File: src/rtl/bpbb_ram.sv
// Generic single-write, single-read RAM with registered read data.
module bpbb_ram #(
  parameter int W = 16,
  parameter int D = 64
) (
  input  logic                                clk,
  input  logic                                we,
  input  logic [((D > 1) ? $clog2(D) : 1)-1:0] waddr,
  input  logic [W-1:0]                        wdata,
  input  logic [((D > 1) ? $clog2(D) : 1)-1:0] raddr,
  output logic [W-1:0]                        rdata
);

  logic [W-1:0] mem [D];

  always_ff @(posedge clk) begin
    if (we) begin
      mem[waddr] <= wdata;
    end
    rdata <= mem[raddr];
  end

endmodule

File: config.mk
export PLATFORM = sky130hd
export DESIGN_NAME = bpbb_ram
export DESIGN_NICKNAME = d
export VERILOG_FILES = /design/src/rtl/bpbb_ram.sv
export SDC_FILE = /design/constraint.sdc
export NUM_CORES = 1
export LEC_CHECK = 0
export BUFFER_PORTS_ARGS = -buffer_cell sky130_fd_sc_hd__buf_2
export CAP_MARGIN = 10
export CORE_MARGIN = 2
export CORE_UTILIZATION = 55
export CTS_BUF_LIST = sky130_fd_sc_hd__clkbuf_16
export DETAILED_ROUTE_END_ITERATION = 16
export PLACE_DENSITY = 0.71
export SYNTH_ARGS = -nofsm -noshare
export SYNTH_HDL_FRONTEND = slang
export SYNTH_SLANG_ARGS = --single-unit
File: constraint.sdc
create_clock -name clk -period 5.8 [get_ports clk]
set_clock_uncertainty 0.15 [all_clocks]
set_input_delay 0.87 -clock clk [delete_from_list [all_inputs] [get_ports clk]]
set_output_delay 0.87 -clock clk [all_outputs]
set_load 0.02 [all_outputs]
==> impl_metrics.toml <==
[detailed_routing]
vias_per_cell = 6.38
routedWlPerCell_um = 30.8
drtIter0Drc = 2430
num_vias = 19100
wirelength_mm = 92.1
remaining_drc_errors = 0
ant_nets = 0
dr.pass1.iters = 5

[timing]
fin_crit_ns = 3.48
hold_viol = 0
rsz0062_at_grt = "no"
final_min_period_over_clock_period_pct = 60.1
worst_pin_slew_ns = 1.12
relSlewSlack_pct = 25.6
setup_viol = 0
clock.fmax_mhz = 287
worst_slack_ns = 2.32
setup_tns_ns = 0
drv_slew = 0

[global_routing]
grt_overflow = 0
grt_use_total_pct = 25.1
antenna_found_initial = 16
grt_pass1_wl_mm = 133
grt_max_degree = 79
grt_pass1_vias = 19200

[final_layout]
final_nets = 1992
final_common_cell = "edfxtp_1"
fillers = 4757
final_cell_mix = "edfxtp_1 (1024), mux4_2 (220), clkbuf_16 (100)"
fin_cells = 2995
drive_gt1_share_pct = 26.3
syn_to_final_growth_pct = 11.5

[critical_path]
cp_top_family = "buffers and inverters"
end_kind = "register"
worst_path_max_delay_cell = "a221oi_1"
cp_max_fo = 78
path_cells = "buf_8 -> buf_4 -> buf_4 -> mux4_2 -> mux2_2 -> a221oi_1 -> a311oi_1"
critical_path_buf_inv_count = 3
path_class = "in2reg"
cp-start-kind = "primary input"
slowest_delay_ns = 0.63
crit_top_cell = "buf_4"
worstPathRequired_ns = 6.17
worst_ep_arrival_time_ns = 3.85

[place]
place_inst = 2810
gp_congestion = 0.856
hpwl_mm = 53.2
io_buffers = 45
place_ws_ns = 1.61

[cts]
postCtsResizedCells = 0
clkTransAtPathRegs_ns = 0.06
clock_latency_ns = 0.67
clock-sinks = 1040
h-tree-depth = 3
cts_setup_buffers = 0
hold_buffers = 0
numCtsBuffers = 100
tritoncts = "built"
ctsRootBufferMaster = "clkbuf_16"
cts_buffer_depth = 3

[run]
cap_violations = 0

[die]
coreArea_um2 = 71700
initial_utilization_pct = 55.8
die_area_um2 = 75000
ios = 46
die_w_um = 274
rows = 98
die-height_um = 274

[yosys]
yosysSeqAreaShare_pct = 77.6
yosys.cell_types.count = 43
synth_async_sr_flop_share_pct = 0
ys_seq_elements = 1040
syn_area_um2 = 40000
synth_nets = 1859
synth_edf_count = 1024
yosysWarnings = 0
synth_ff_type = "edfxtp_1"
synth_area_leaders = "edfxtp_1 (77%), mux4_2 (12%), mux2i_1 (2.1%)"
yosysTopAreaCell = "edfxtp_1"
avgSynthCellArea_um2 = 21.9
netlist_instances = 1829
synth_top_area_share_pct = 76.8

[pwr]
cellLeakagePower_nw = 14.2
power.density_nw_per_um2 = 341
worst_ir_drop_vdd_mv = 0.263

[run_status]
status = "finished clean"

[min_path]
min-delay-path-class = "in2reg"
## cell families after synthesis
| family | synth area share (%) |
|---|---|
| flops | 77.6 |
| mux | 15.5 |
| simple gates | 2.65 |
| compound gates | 2.41 |
| buf+inv | 1.83 |
## per-stage QoR
| stage | utilization (%) | cell area [µm²] | power, mW | hold slack (ns) |
|---|---|---|---|---|
| floorplan | - | 40000 | 8.94 | 0.600 |
| finish | 62.2 | 44600 | 15.2 | 0.614 |
| CTS | 62.2 | 44600 | 15.3 | 0.575 |
| detailed placement | 57.9 | 41500 | 9.28 | 0.745 |
| global route | 62.2 | 44600 | 15.6 | 0.631 |
| global placement | 57.9 | 41500 | 9.26 | 0.726 |
## final timing paths
kind / end / start / depth (start not counted) / slack, ns
setup / recovery: rdata[1] / raddr[0] / 7 / 2.32
hold reg to reg: rdata[10] / mem[56][10] / 5 / 0.74
hold / removal: rdata[0] / raddr[5] / 3 / 0.61
setup reg to reg: rdata[0] / mem[56][0] / 4 / 3.47
## worst min-delay path, delay by kind of cell
family	cells	cell delay, ns
compound gates	2	0.29
buf+inv	1	0.22
## per-layer routing
| layer | global-route usage, % | share of wire, % |
|---|---|---|
| met3 | 6.13 | 10 |
| met2 | 39.9 | 49 |
| met4 | 8.63 | 2.8 |
| met1 | 34.4 | 38 |
| met5 | 0 | 0.073 |
## cells in the mapped netlist, drive strengths merged, types with 3 or more instances
master / number
a22oi: 39
mux4: 224
a211oi: 8
mux2i: 85
nand2: 60
mux2: 27
a221o: 6
nor4: 3
nor2b: 30
a21oi: 17
clkbuf: 27
a311oi: 8
nor2: 74
a22o: 6
edfxtp: 1024
nand3: 24
o21ai: 8
dfxtp: 16
a221oi: 16
and4: 5
a211o: 8
nand2b: 3
a41oi: 5
nand4: 12
a31oi: 8
buf: 77
## final cells by class
class	instances	area, µm²	area share (%)
sequential	1040	31100	69.6
antenna	7	17.5	0.0392
tap	950	1190	2.66
multi-input combinational	685	8290	18.6
clock buffer	100	2500	5.61
clock inverter	78	568	1.27
timing repair buffer	135	988	2.21
## flip-flops by register name (all words and copies together), names as in the netlist
register and cells:
rdata 16, mem 1024
## report_power, final
| group | internal, mW | switching (mW) | leakage (nW) | total (mW) |
|---|---|---|---|---|
| sequential | 8.32 | 0.0294 | 9.35 | 8.35 |
| clock | 3.40 | 2.70 | 1.58 | 6.10 |
| combinational | 0.270 | 0.503 | 3.27 | 0.772 |
Power figures use the tool's default switching activity.
